## src/rtl/tbs_pkg.sv

```systemverilog
// Package: widths, types and helpers of the temperature batch statistics core.
package tbs_pkg;

    localparam int MAX_READINGS = 1024;
    localparam int CNT_W        = $clog2(MAX_READINGS + 1);
    localparam int SUM_W        = 25;
    localparam int READ_W       = 15;
    localparam int IN_W         = 16;
    localparam int OUT_CNT_W    = 11;
    localparam int IDX_W        = 10;
    localparam int IDX_MAX      = 2 ** IDX_W - 1;
    localparam int AVG_MAX      = 2 ** READ_W - 1;
    localparam int STEP_W       = $clog2(SUM_W);
    localparam int Q_DEPTH      = 2;
    localparam int Q_PTR_W      = $clog2(Q_DEPTH);
    localparam int Q_CNT_W      = $clog2(Q_DEPTH + 1);
    localparam int OUT_DATA_W   = 128;
    localparam int APB_ADDR_W   = 4;
    localparam int APB_DATA_W   = 32;

    localparam logic [READ_W-1:0] WARN_RESET = READ_W'(480);
    localparam logic [READ_W-1:0] CRIT_RESET = READ_W'(720);
    localparam logic [READ_W-1:0] SHUT_RESET = READ_W'(960);

    typedef enum logic [1:0] {
        REG_WARNING  = 2'd0,
        REG_CRITICAL = 2'd1,
        REG_SHUTDOWN = 2'd2,
        REG_NONE     = 2'd3
    } t_reg_idx;

    typedef enum logic [1:0] {
        BAND_NORMAL   = 2'd0,
        BAND_WARNING  = 2'd1,
        BAND_CRITICAL = 2'd2,
        BAND_SHUTDOWN = 2'd3
    } t_band;

    typedef enum logic [1:0] {
        S_IDLE = 2'd0,
        S_DIV  = 2'd1,
        S_HOLD = 2'd2
    } t_div_state;

    typedef struct packed {
        logic [READ_W-1:0] warning;
        logic [READ_W-1:0] critical;
        logic [READ_W-1:0] shutdown;
    } t_thresh;

    typedef struct packed {
        logic [CNT_W-1:0]  total;
        logic [CNT_W-1:0]  errors;
        logic [CNT_W-1:0]  valid;
        logic [READ_W-1:0] min_val;
        logic [READ_W-1:0] max_val;
        logic [SUM_W-1:0]  sum;
        logic [CNT_W-1:0]  cnt_normal;
        logic [CNT_W-1:0]  cnt_warning;
        logic [CNT_W-1:0]  cnt_critical;
        logic [CNT_W-1:0]  cnt_shutdown;
        logic [IDX_W-1:0]  first_idx;
        logic              seen;
    } t_summary;

    function automatic logic [CNT_W-1:0] sat_inc(input logic [CNT_W-1:0] v);
        return (v < CNT_W'(MAX_READINGS)) ? CNT_W'(v + 1'b1) : CNT_W'(MAX_READINGS);
    endfunction

endpackage

```

## src/rtl/temperature_batch_statistics_core.sv

```systemverilog
// Top level: temperature batch statistics with APB threshold registers.
//
// Input stream: one signed sample (1/16 degree C) per transaction, tlast ends
// a batch. Negative samples count as errors. Samples are taken every cycle
// while o_s_axis_tready is high.
// Output stream: one summary transaction per batch, on the sample with tlast.
// After the last sample, its summary enters the summary queue; the divider
// pops it, forms the average bit-serially, one quotient bit per cycle, and
// then holds the summary with o_m_axis_tvalid high.
// Throughput: one sample per cycle while o_s_axis_tready is high. Summaries
// wait in a two-entry queue for the divider, which takes one at a time; a run
// of short batches fills it and drops o_s_axis_tready until an entry frees.
// When the receiver stalls, the summary holds and the divider waits; the
// front end keeps taking samples until the queue is full.
// Reset: thresholds return to 480, 720 and 960, all statistics clear, the
// queue empties and no summary is pending.
// APB: registers warning, critical, shutdown at 0x0, 0x4, 0x8; pready is high.
module temperature_batch_statistics_core (
    input  logic                               i_clk,
    input  logic                               i_rst_n,
    input  logic                               i_s_axis_tvalid,
    output logic                               o_s_axis_tready,
    // [15:0] reading
    input  logic [tbs_pkg::IN_W-1:0]           i_s_axis_tdata,
    input  logic                               i_s_axis_tlast,
    output logic                               o_m_axis_tvalid,
    input  logic                               i_m_axis_tready,
    // [10:0] total_count, [21:11] error_count, [36:22] min_reading,
    // [51:37] max_reading, [66:52] average_reading, [77:67] normal_count,
    // [88:78] warning_count, [99:89] critical_count, [110:100] shutdown_count,
    // [120:111] first_critical_index, [121] critical_seen, [122] none_valid
    output logic [tbs_pkg::OUT_DATA_W-1:0]     o_m_axis_tdata,
    input  logic                               psel,
    input  logic                               penable,
    input  logic                               pwrite,
    input  logic [tbs_pkg::APB_ADDR_W-1:0]     paddr,
    input  logic [tbs_pkg::APB_DATA_W-1:0]     pwdata,
    output logic [tbs_pkg::APB_DATA_W-1:0]     prdata,
    output logic                               pready
);

    tbs_pkg::t_thresh   r_thresh;
    tbs_pkg::t_reg_idx  w_reg;
    logic               w_wr;
    logic               w_full;
    logic               w_empty;
    logic               w_push;
    logic               w_pop;
    tbs_pkg::t_summary  w_front_rec;
    tbs_pkg::t_summary  w_queue_rec;

    assign pready = 1'b1;
    assign w_reg  = tbs_pkg::t_reg_idx'(paddr[3:2]);
    assign w_wr   = psel && penable && pwrite && pready;

    always_ff @(posedge i_clk) begin
        if (!i_rst_n) begin
            r_thresh.warning  <= tbs_pkg::WARN_RESET;
            r_thresh.critical <= tbs_pkg::CRIT_RESET;
            r_thresh.shutdown <= tbs_pkg::SHUT_RESET;
        end else if (w_wr) begin
            unique case (w_reg)
                tbs_pkg::REG_WARNING:  r_thresh.warning  <= pwdata[tbs_pkg::READ_W-1:0];
                tbs_pkg::REG_CRITICAL: r_thresh.critical <= pwdata[tbs_pkg::READ_W-1:0];
                tbs_pkg::REG_SHUTDOWN: r_thresh.shutdown <= pwdata[tbs_pkg::READ_W-1:0];
                default:               r_thresh <= r_thresh;
            endcase
        end
    end

    always_comb begin
        unique case (w_reg)
            tbs_pkg::REG_WARNING:  prdata = tbs_pkg::APB_DATA_W'(r_thresh.warning);
            tbs_pkg::REG_CRITICAL: prdata = tbs_pkg::APB_DATA_W'(r_thresh.critical);
            tbs_pkg::REG_SHUTDOWN: prdata = tbs_pkg::APB_DATA_W'(r_thresh.shutdown);
            default:               prdata = '0;
        endcase
    end

    tbs_front u_front (
        .i_clk     (i_clk),
        .i_rst_n   (i_rst_n),
        .i_valid   (i_s_axis_tvalid),
        .o_ready   (o_s_axis_tready),
        .i_reading (i_s_axis_tdata),
        .i_last    (i_s_axis_tlast),
        .i_thresh  (r_thresh),
        .i_full    (w_full),
        .o_push    (w_push),
        .o_rec     (w_front_rec)
    );

    tbs_queue u_queue (
        .i_clk   (i_clk),
        .i_rst_n (i_rst_n),
        .i_push  (w_push),
        .i_rec   (w_front_rec),
        .o_full  (w_full),
        .i_pop   (w_pop),
        .o_empty (w_empty),
        .o_rec   (w_queue_rec)
    );

    tbs_back u_back (
        .i_clk   (i_clk),
        .i_rst_n (i_rst_n),
        .i_empty (w_empty),
        .i_rec   (w_queue_rec),
        .o_pop   (w_pop),
        .o_valid (o_m_axis_tvalid),
        .i_ready (i_m_axis_tready),
        .o_data  (o_m_axis_tdata)
    );

endmodule

```

## src/rtl/tbs_front.sv

```systemverilog
// Front end: accepts samples, classifies them and accumulates batch statistics.
module tbs_front (
    input  logic                          i_clk,
    input  logic                          i_rst_n,
    input  logic                          i_valid,
    output logic                          o_ready,
    input  logic [tbs_pkg::IN_W-1:0]      i_reading,
    input  logic                          i_last,
    input  tbs_pkg::t_thresh              i_thresh,
    input  logic                          i_full,
    output logic                          o_push,
    output tbs_pkg::t_summary             o_rec
);

    logic [tbs_pkg::CNT_W-1:0]  r_pos, n_pos;
    logic [tbs_pkg::CNT_W-1:0]  r_err, n_err;
    logic [tbs_pkg::CNT_W-1:0]  r_valid, n_valid;
    logic [tbs_pkg::READ_W-1:0] r_min, n_min;
    logic [tbs_pkg::READ_W-1:0] r_max, n_max;
    logic [tbs_pkg::SUM_W-1:0]  r_sum, n_sum;
    logic [tbs_pkg::CNT_W-1:0]  r_band [4];
    logic [tbs_pkg::CNT_W-1:0]  n_band [4];
    logic [tbs_pkg::IDX_W-1:0]  r_idx, n_idx;
    logic                       r_seen, n_seen;

    logic                       w_accept;
    logic                       w_neg;
    logic [tbs_pkg::READ_W-1:0] w_r;
    logic [tbs_pkg::SUM_W:0]    w_sum;
    logic [31:0]                w_pos32;
    tbs_pkg::t_band             w_band;

    assign o_ready  = !i_full;
    assign w_accept = i_valid && o_ready;
    assign o_push   = w_accept && i_last;
    assign w_neg    = i_reading[tbs_pkg::IN_W-1];
    assign w_r      = i_reading[tbs_pkg::READ_W-1:0];
    assign w_sum    = {1'b0, r_sum} + (tbs_pkg::SUM_W + 1)'(w_r);
    assign w_pos32  = 32'(r_pos);

    // Bands are tested top down, so unordered thresholds still resolve.
    always_comb begin
        priority if (w_r >= i_thresh.shutdown) begin
            w_band = tbs_pkg::BAND_SHUTDOWN;
        end else if (w_r >= i_thresh.critical) begin
            w_band = tbs_pkg::BAND_CRITICAL;
        end else if (w_r >= i_thresh.warning) begin
            w_band = tbs_pkg::BAND_WARNING;
        end else begin
            w_band = tbs_pkg::BAND_NORMAL;
        end
    end

    always_comb begin
        n_pos   = r_pos;
        n_err   = r_err;
        n_valid = r_valid;
        n_min   = r_min;
        n_max   = r_max;
        n_sum   = r_sum;
        n_band  = r_band;
        n_idx   = r_idx;
        n_seen  = r_seen;
        if (w_accept) begin
            n_pos = tbs_pkg::sat_inc(r_pos);
            if (w_neg) begin
                n_err = tbs_pkg::sat_inc(r_err);
            end else begin
                if (r_valid == '0) begin
                    n_min = w_r;
                    n_max = w_r;
                end else begin
                    if (w_r < r_min) n_min = w_r;
                    if (w_r > r_max) n_max = w_r;
                end
                if (r_valid < tbs_pkg::CNT_W'(tbs_pkg::MAX_READINGS)) begin
                    n_sum = w_sum[tbs_pkg::SUM_W] ? '1 : w_sum[tbs_pkg::SUM_W-1:0];
                end
                n_valid = tbs_pkg::sat_inc(r_valid);
                for (int b = 0; b < 4; b++) begin
                    if (w_band == tbs_pkg::t_band'(2'(b))) begin
                        n_band[b] = tbs_pkg::sat_inc(r_band[b]);
                    end
                end
                if (!r_seen && (w_r >= i_thresh.critical)) begin
                    n_seen = 1'b1;
                    n_idx  = (w_pos32 > 32'(tbs_pkg::IDX_MAX)) ?
                             tbs_pkg::IDX_W'(tbs_pkg::IDX_MAX) : tbs_pkg::IDX_W'(w_pos32);
                end
            end
        end
    end

    always_comb begin
        o_rec.total        = n_pos;
        o_rec.errors       = n_err;
        o_rec.valid        = n_valid;
        o_rec.min_val      = n_min;
        o_rec.max_val      = n_max;
        o_rec.sum          = n_sum;
        o_rec.cnt_normal   = n_band[tbs_pkg::BAND_NORMAL];
        o_rec.cnt_warning  = n_band[tbs_pkg::BAND_WARNING];
        o_rec.cnt_critical = n_band[tbs_pkg::BAND_CRITICAL];
        o_rec.cnt_shutdown = n_band[tbs_pkg::BAND_SHUTDOWN];
        o_rec.first_idx    = n_idx;
        o_rec.seen         = n_seen;
    end

    always_ff @(posedge i_clk) begin
        if (!i_rst_n || o_push) begin
            r_pos   <= '0;
            r_err   <= '0;
            r_valid <= '0;
            r_min   <= '0;
            r_max   <= '0;
            r_sum   <= '0;
            for (int b = 0; b < 4; b++) r_band[b] <= '0;
            r_idx   <= '0;
            r_seen  <= 1'b0;
        end else begin
            r_pos   <= n_pos;
            r_err   <= n_err;
            r_valid <= n_valid;
            r_min   <= n_min;
            r_max   <= n_max;
            r_sum   <= n_sum;
            r_band  <= n_band;
            r_idx   <= n_idx;
            r_seen  <= n_seen;
        end
    end

endmodule

```

## src/rtl/tbs_queue.sv

```systemverilog
// Two-entry queue of batch summaries between front end and divider.
module tbs_queue (
    input  logic              i_clk,
    input  logic              i_rst_n,
    input  logic              i_push,
    input  tbs_pkg::t_summary i_rec,
    output logic              o_full,
    input  logic              i_pop,
    output logic              o_empty,
    output tbs_pkg::t_summary o_rec
);

    tbs_pkg::t_summary             r_mem [tbs_pkg::Q_DEPTH];
    logic [tbs_pkg::Q_PTR_W-1:0]   r_wr_ptr;
    logic [tbs_pkg::Q_PTR_W-1:0]   r_rd_ptr;
    logic [tbs_pkg::Q_CNT_W-1:0]   r_cnt;
    logic                          w_push;
    logic                          w_pop;

    assign o_full  = (r_cnt == tbs_pkg::Q_CNT_W'(tbs_pkg::Q_DEPTH));
    assign o_empty = (r_cnt == '0);
    assign w_push  = i_push && !o_full;
    assign w_pop   = i_pop && !o_empty;
    assign o_rec   = r_mem[r_rd_ptr];

    always_ff @(posedge i_clk) begin
        if (w_push) r_mem[r_wr_ptr] <= i_rec;
    end

    always_ff @(posedge i_clk) begin
        if (!i_rst_n) begin
            r_wr_ptr <= '0;
            r_rd_ptr <= '0;
            r_cnt    <= '0;
        end else begin
            if (w_push) r_wr_ptr <= tbs_pkg::Q_PTR_W'(r_wr_ptr + 1'b1);
            if (w_pop)  r_rd_ptr <= tbs_pkg::Q_PTR_W'(r_rd_ptr + 1'b1);
            unique case ({w_push, w_pop})
                2'b10:   r_cnt <= tbs_pkg::Q_CNT_W'(r_cnt + 1'b1);
                2'b01:   r_cnt <= tbs_pkg::Q_CNT_W'(r_cnt - 1'b1);
                default: r_cnt <= r_cnt;
            endcase
        end
    end

endmodule

```

## src/rtl/tbs_back.sv

```systemverilog
// Back end: bit-serial average divider and summary output register.
module tbs_back (
    input  logic                              i_clk,
    input  logic                              i_rst_n,
    input  logic                              i_empty,
    input  tbs_pkg::t_summary                 i_rec,
    output logic                              o_pop,
    output logic                              o_valid,
    input  logic                              i_ready,
    output logic [tbs_pkg::OUT_DATA_W-1:0]    o_data
);

    tbs_pkg::t_div_state          r_state, n_state;
    tbs_pkg::t_summary            r_rec;
    logic [tbs_pkg::SUM_W-1:0]    r_quo;
    logic [tbs_pkg::CNT_W:0]      r_rem;
    logic [tbs_pkg::STEP_W-1:0]   r_step;

    logic                         w_load;
    logic                         w_run;
    logic                         w_last_step;
    logic [tbs_pkg::CNT_W:0]      w_shift;
    logic [tbs_pkg::CNT_W:0]      w_div;
    logic                         w_ge;
    logic                         w_none;
    logic [tbs_pkg::READ_W-1:0]   w_avg;

    assign w_last_step = (r_step == tbs_pkg::STEP_W'(tbs_pkg::SUM_W - 1));

    always_comb begin
        n_state = r_state;
        unique case (r_state)
            tbs_pkg::S_IDLE: if (!i_empty) n_state = tbs_pkg::S_DIV;
            tbs_pkg::S_DIV:  if (w_last_step) n_state = tbs_pkg::S_HOLD;
            tbs_pkg::S_HOLD: if (i_ready) n_state = tbs_pkg::S_IDLE;
            default:         n_state = tbs_pkg::S_IDLE;
        endcase
    end

    always_comb begin
        w_load  = (r_state == tbs_pkg::S_IDLE) && !i_empty;
        w_run   = (r_state == tbs_pkg::S_DIV);
        o_valid = (r_state == tbs_pkg::S_HOLD);
        o_pop   = w_load;
    end

    // Restoring division, one quotient bit per cycle, MSB first.
    assign w_shift = {r_rem[tbs_pkg::CNT_W-1:0], r_quo[tbs_pkg::SUM_W-1]};
    assign w_div   = {1'b0, r_rec.valid};
    assign w_ge    = (w_shift >= w_div);

    always_ff @(posedge i_clk) begin
        if (!i_rst_n) begin
            r_state <= tbs_pkg::S_IDLE;
        end else begin
            r_state <= n_state;
        end
    end

    always_ff @(posedge i_clk) begin
        if (w_load) begin
            r_rec  <= i_rec;
            r_quo  <= i_rec.sum;
            r_rem  <= '0;
            r_step <= '0;
        end else if (w_run) begin
            r_rem  <= w_ge ? (w_shift - w_div) : w_shift;
            r_quo  <= {r_quo[tbs_pkg::SUM_W-2:0], w_ge};
            r_step <= tbs_pkg::STEP_W'(r_step + 1'b1);
        end
    end

    assign w_none = (r_rec.valid == '0);

    always_comb begin
        if (w_none) begin
            w_avg = '0;
        end else if (r_quo > tbs_pkg::SUM_W'(tbs_pkg::AVG_MAX)) begin
            w_avg = tbs_pkg::READ_W'(tbs_pkg::AVG_MAX);
        end else begin
            w_avg = r_quo[tbs_pkg::READ_W-1:0];
        end
    end

    assign o_data = {
        5'b0,
        w_none,
        r_rec.seen,
        r_rec.seen ? r_rec.first_idx : tbs_pkg::IDX_W'(0),
        tbs_pkg::OUT_CNT_W'(r_rec.cnt_shutdown),
        tbs_pkg::OUT_CNT_W'(r_rec.cnt_critical),
        tbs_pkg::OUT_CNT_W'(r_rec.cnt_warning),
        tbs_pkg::OUT_CNT_W'(r_rec.cnt_normal),
        w_avg,
        w_none ? tbs_pkg::READ_W'(0) : r_rec.max_val,
        w_none ? tbs_pkg::READ_W'(0) : r_rec.min_val,
        tbs_pkg::OUT_CNT_W'(r_rec.errors),
        tbs_pkg::OUT_CNT_W'(r_rec.total)
    };

endmodule

```

## config.mk

```make
export PLATFORM = sky130hd
export DESIGN_NAME = temperature_batch_statistics_core
export DESIGN_NICKNAME = d
export VERILOG_FILES = /design/src/rtl/tbs_pkg.sv /design/src/rtl/temperature_batch_statistics_core.sv /design/src/rtl/tbs_front.sv /design/src/rtl/tbs_queue.sv /design/src/rtl/tbs_back.sv
export SDC_FILE = /design/constraint.sdc
export NUM_CORES = 1
export LEC_CHECK = 0
export BUFFER_PORTS_ARGS = -buffer_cell sky130_fd_sc_hd__buf_2
export CAP_MARGIN = 20
export CORE_UTILIZATION = 35
export CTS_CLUSTER_DIAMETER = 80
export DETAILED_ROUTE_END_ITERATION = 6
export PLACE_DENSITY = 0.56
export REMOVE_ABC_BUFFERS = 1
export SLEW_MARGIN = 20
export SYNTH_ARGS = -nofsm -noshare
export SYNTH_HDL_FRONTEND = slang
export SYNTH_HIERARCHICAL = 1
export SYNTH_SLANG_ARGS = --single-unit
export TNS_END_PERCENT = 5
```

## constraint.sdc

```tcl
create_clock -name i_clk -period 8.9 [get_ports i_clk]
set_clock_uncertainty 0.15 [all_clocks]
set_input_delay 0.89 -clock i_clk [delete_from_list [all_inputs] [get_ports i_clk]]
set_output_delay 0.89 -clock i_clk [all_outputs]
set_load 0.01 [all_outputs]
```

==> impl_metrics.tcl <==
set metrics [dict create \
    cts_tree "yes" \
    yosysUniqueCellTypes 87 \
    ys.flop_type "edfxtp_1" \
    h-tree-depth 3 \
    cp_top_family "buffers and inverters" \
    fin_setup_tns_ps 0 \
    syn_area_per_cell_um2 11.91 \
    firstDrtPassIters 5 \
    cp-start-kind "register" \
    grt_antenna_before_repair 0 \
    io_pins 223 \
    dieHeight_um 294.8 \
    synthToLayoutAreaGrowth_pct 13.02 \
    final_hold_viol_count 0 \
    remaining_drc_errors 0 \
    critPathKind "reg2reg" \
    yosys_warnings 6 \
    ys_async_sr_fraction_pct 0 \
    track_usage_pct 15.31 \
    whs_ps 320.3 \
    synth_area_um2 30010 \
    initial_core_util_pct 35.30 \
    clock_path_buffers 3 \
    fin_crit_ps 4186 \
    wl_met2_mm 31.45 \
    cts_root_buffer "clkbuf_16" \
    synth-seq-cells 640 \
    status "completed" \
    die_w_um 294.8 \
    dieArea_um2 86920 \
    vias 19110 \
    num_rows 107 \
    multi_input_area_um2 11420 \
    regArea_um2 17110 \
    peakVddDrop_mv 0.1224 \
    min_period_over_period_pct 47.04 \
    hpwl_mm 44.12 \
    synthCells 2520 \
    drive_above_1_share_pct 22.03 \
    path_clk_slew_ps 60 \
    fin_area_um2 33920 \
    max_freq_mhz 238.9 \
    drt_iter0_drc 1204 \
    power.density_nw_per_um2 233.6 \
    yosysSeqAreaShare_pct 57.00 \
    post_dp_cell_area_um2 31450 \
    top_layer "met4" \
    dpl.cell_count 3686 \
    avgRoutedWirePerCell_um 17.50 \
    clock_sinks 640 \
    post-cts-setup-buffer-count 0 \
    grt_max_degree 78 \
    layout.nets 2791 \
    path_cells "nand2b_2 -> inv_2 -> nor2b_1 -> nand2_1 -> inv_1 -> inv_1 -> or3_1 -> inv_6 -> buf_4" \
    worstPathRequired_ps 8960 \
    rsz0062_at_grt "false" \
    max_slew_margin_pct 30.94 \
    cts_hold_buf 0 \
    n_fill_cell 7991 \
    cap_violations 0 \
    cp_max_fo 77 \
    io_buffer_count 180 \
    slowest_delay_ps 870 \
    viasPerCell 4.999 \
    hold_path.class "reg2reg" \
    setup-violations-final 0 \
    post_cts_resized 0 \
    wl_met3_mm 2.800 \
    insertion_delay_ps 600 \
    core_area_um2 85010 \
    stdcell_count 3822 \
    m1WireLength_mm 31.04 \
    maxSlewViolCount 0 \
    synth_edf_count 429 \
    arrival_ps 4240 \
    reg2reg_slack_ps 4710 \
    setup.worst_path.start "u_queue/r_cnt[0]$_SDFFE_PN0P_" \
    critPathBufInv 5 \
    tightest_slew_ps 1036 \
    critPathCaptureType "register" \
    drt_wl_total_mm 66.90 \
    grt_pass1_wl_mm 104.8 \
    grt_pass1_vias 19380 \
    cpMostUsedCell "inv_1" \
    crit_slowest_cell "buf_4" \
    hold_start "u_back/r_rem[10]$_SDFFE_PP0P_" \
    ant_nets 0 \
    antenna_cells 0 \
    grt_overflow 0 \
    r2r_start "u_queue/r_cnt[0]$_SDFFE_PN0P_" \
    power.leakage_uw 0.01278 \
    gp_congestion 0.8615 \
    numCtsBuffers 74 \
]
cells by family (layout without fill, tap and decap cells):
group / Yosys count / in the layout / synth area share, %
DFF: 640 / 640 / 57.00
muxes: 302 / 302 / 10.99
xor gates and xnor gates: 40 / 40 / 1.167
buffers and inverters: 313 / 451 / 5.345
AOI/OAI and AO/OA: 362 / 362 / 8.096
adders and majority gates: 113 / 113 / 4.761
and+or+nand+nor: 747 / 747 / 12.61
other: 3 / 23 / 0.03752
layout by cell type, fill, tap and decap left out, drive strengths merged, types with 15 or more instances in the layout:
master  synthesis  final
inv           113    116
a211oi         15     15
xnor2          17     17
nor3           39     39
mux2i          82     82
nand4          24     24
o211ai         33     33
a21oi          81     81
buf           132    202
dfxtp         211    211
clkbuf         68    102
clkinv          0     22
conb            3     23
nand2b         18     18
xor2           23     23
o21ai          94     94
and3           32     32
nor2b          40     40
mux2          220    220
and2          101    101
edfxtp        429    429
a21o           23     23
nor2          141    141
nand2         214    214
ha            111    111
nand3          78     78
path summary, 6_finish.rpt:
check | to | cells after the start
min reg2reg | u_back/r_rem[10]$_SDFFE_PP0P_ | 2
max reg2reg | u_queue/r_mem[0][61]$_DFFE_PP_ | 9
min | u_back/r_rem[10]$_SDFFE_PP0P_ | 2
max | u_queue/r_mem[0][61]$_DFFE_PP_ | 9
synth_stat cells (all sizes together) (7+ instances only):
library cell / instances / area [um^2]
a211oi: 15 / 122.6
a21o: 23 / 172.7
a21oi: 81 / 412.9
a22o: 8 / 70.07
a31o: 7 / 61.31
a31oi: 14 / 87.58
a32o: 7 / 70.07
and2: 101 / 631.9
and3: 32 / 200.2
buf: 132 / 920.9
clkbuf: 68 / 259.0
dfxtp: 211 / 4224
edfxtp: 429 / 12880
ha: 111 / 1389
inv: 113 / 424.2
mux2: 220 / 2477
mux2i: 82 / 820.8
nand2: 214 / 805.8
nand2b: 18 / 122.6
nand3: 78 / 395.4
nand4: 24 / 165.2
nor2: 141 / 534.3
nor2b: 40 / 257.7
nor3: 39 / 206.5
nor3b: 8 / 76.32
nor4: 11 / 68.82
o211ai: 33 / 247.7
o21a: 8 / 60.06
o21ai: 94 / 481.7
o31ai: 13 / 97.59
or3: 8 / 55.05
xnor2: 17 / 148.9
xor2: 23 / 201.4
area by class of cell:
| class | instances | area share [%] |
|---|---|---|
| clock buffer | 102 | 6.193 |
| clock inverter | 34 | 1.077 |
| inverter | 113 | 1.265 |
| multi-input combinational | 1587 | 33.66 |
| sequential | 640 | 50.44 |
| tap | 1144 | 4.220 |
| timing repair buffer | 202 | 3.143 |
per-layer routing:
| layer | vias up | global-route usage [%] |
|---|---|---|
| li1 | 9259 | - |
| met1 | 9336 | 19.96 |
| met2 | 402 | 25.77 |
| met3 | 108 | 2.353 |
| met4 | 0 | 5.234 |
| met5 | - | 0 |
worst register-to-register path: stages, from the launching register on:
cell and delay, ps:
dfxtp_1 430, nand2b_2 190, inv_2 70, nor2b_1 480, nand2_1 250, inv_1 150, inv_1 60, or3_1 430
inv_6 570, buf_4 960
power by group:
group	switching, uW	total, uW	internal [uW]
registers	137	3700	3560
logic	710	1160	453
clock network	1200	3060	1860
sequential cells by signal, indices dropped and copies added, names as in the netlist, 15 cells and up, named ones only:
register	count
u_queue/r_mem	286
u_back/o_data	67
u_back/r_rec	51
r_thresh	45
u_front/r_band	44
u_back/r_quo	25
u_front/r_sum	25
u_front/r_max	15
u_front/r_min	15
stage by stage:
step,utilization [%],worst slack [ps],power (uW)
global placement,36.99,4124,4901
detailed placement,36.99,4065,4941
floorplan,-,-3127,4581
global route,39.90,4418,8289
finish,39.90,4714,7922
CTS,39.89,4655,8040
(Power assumes the default switching activity.)
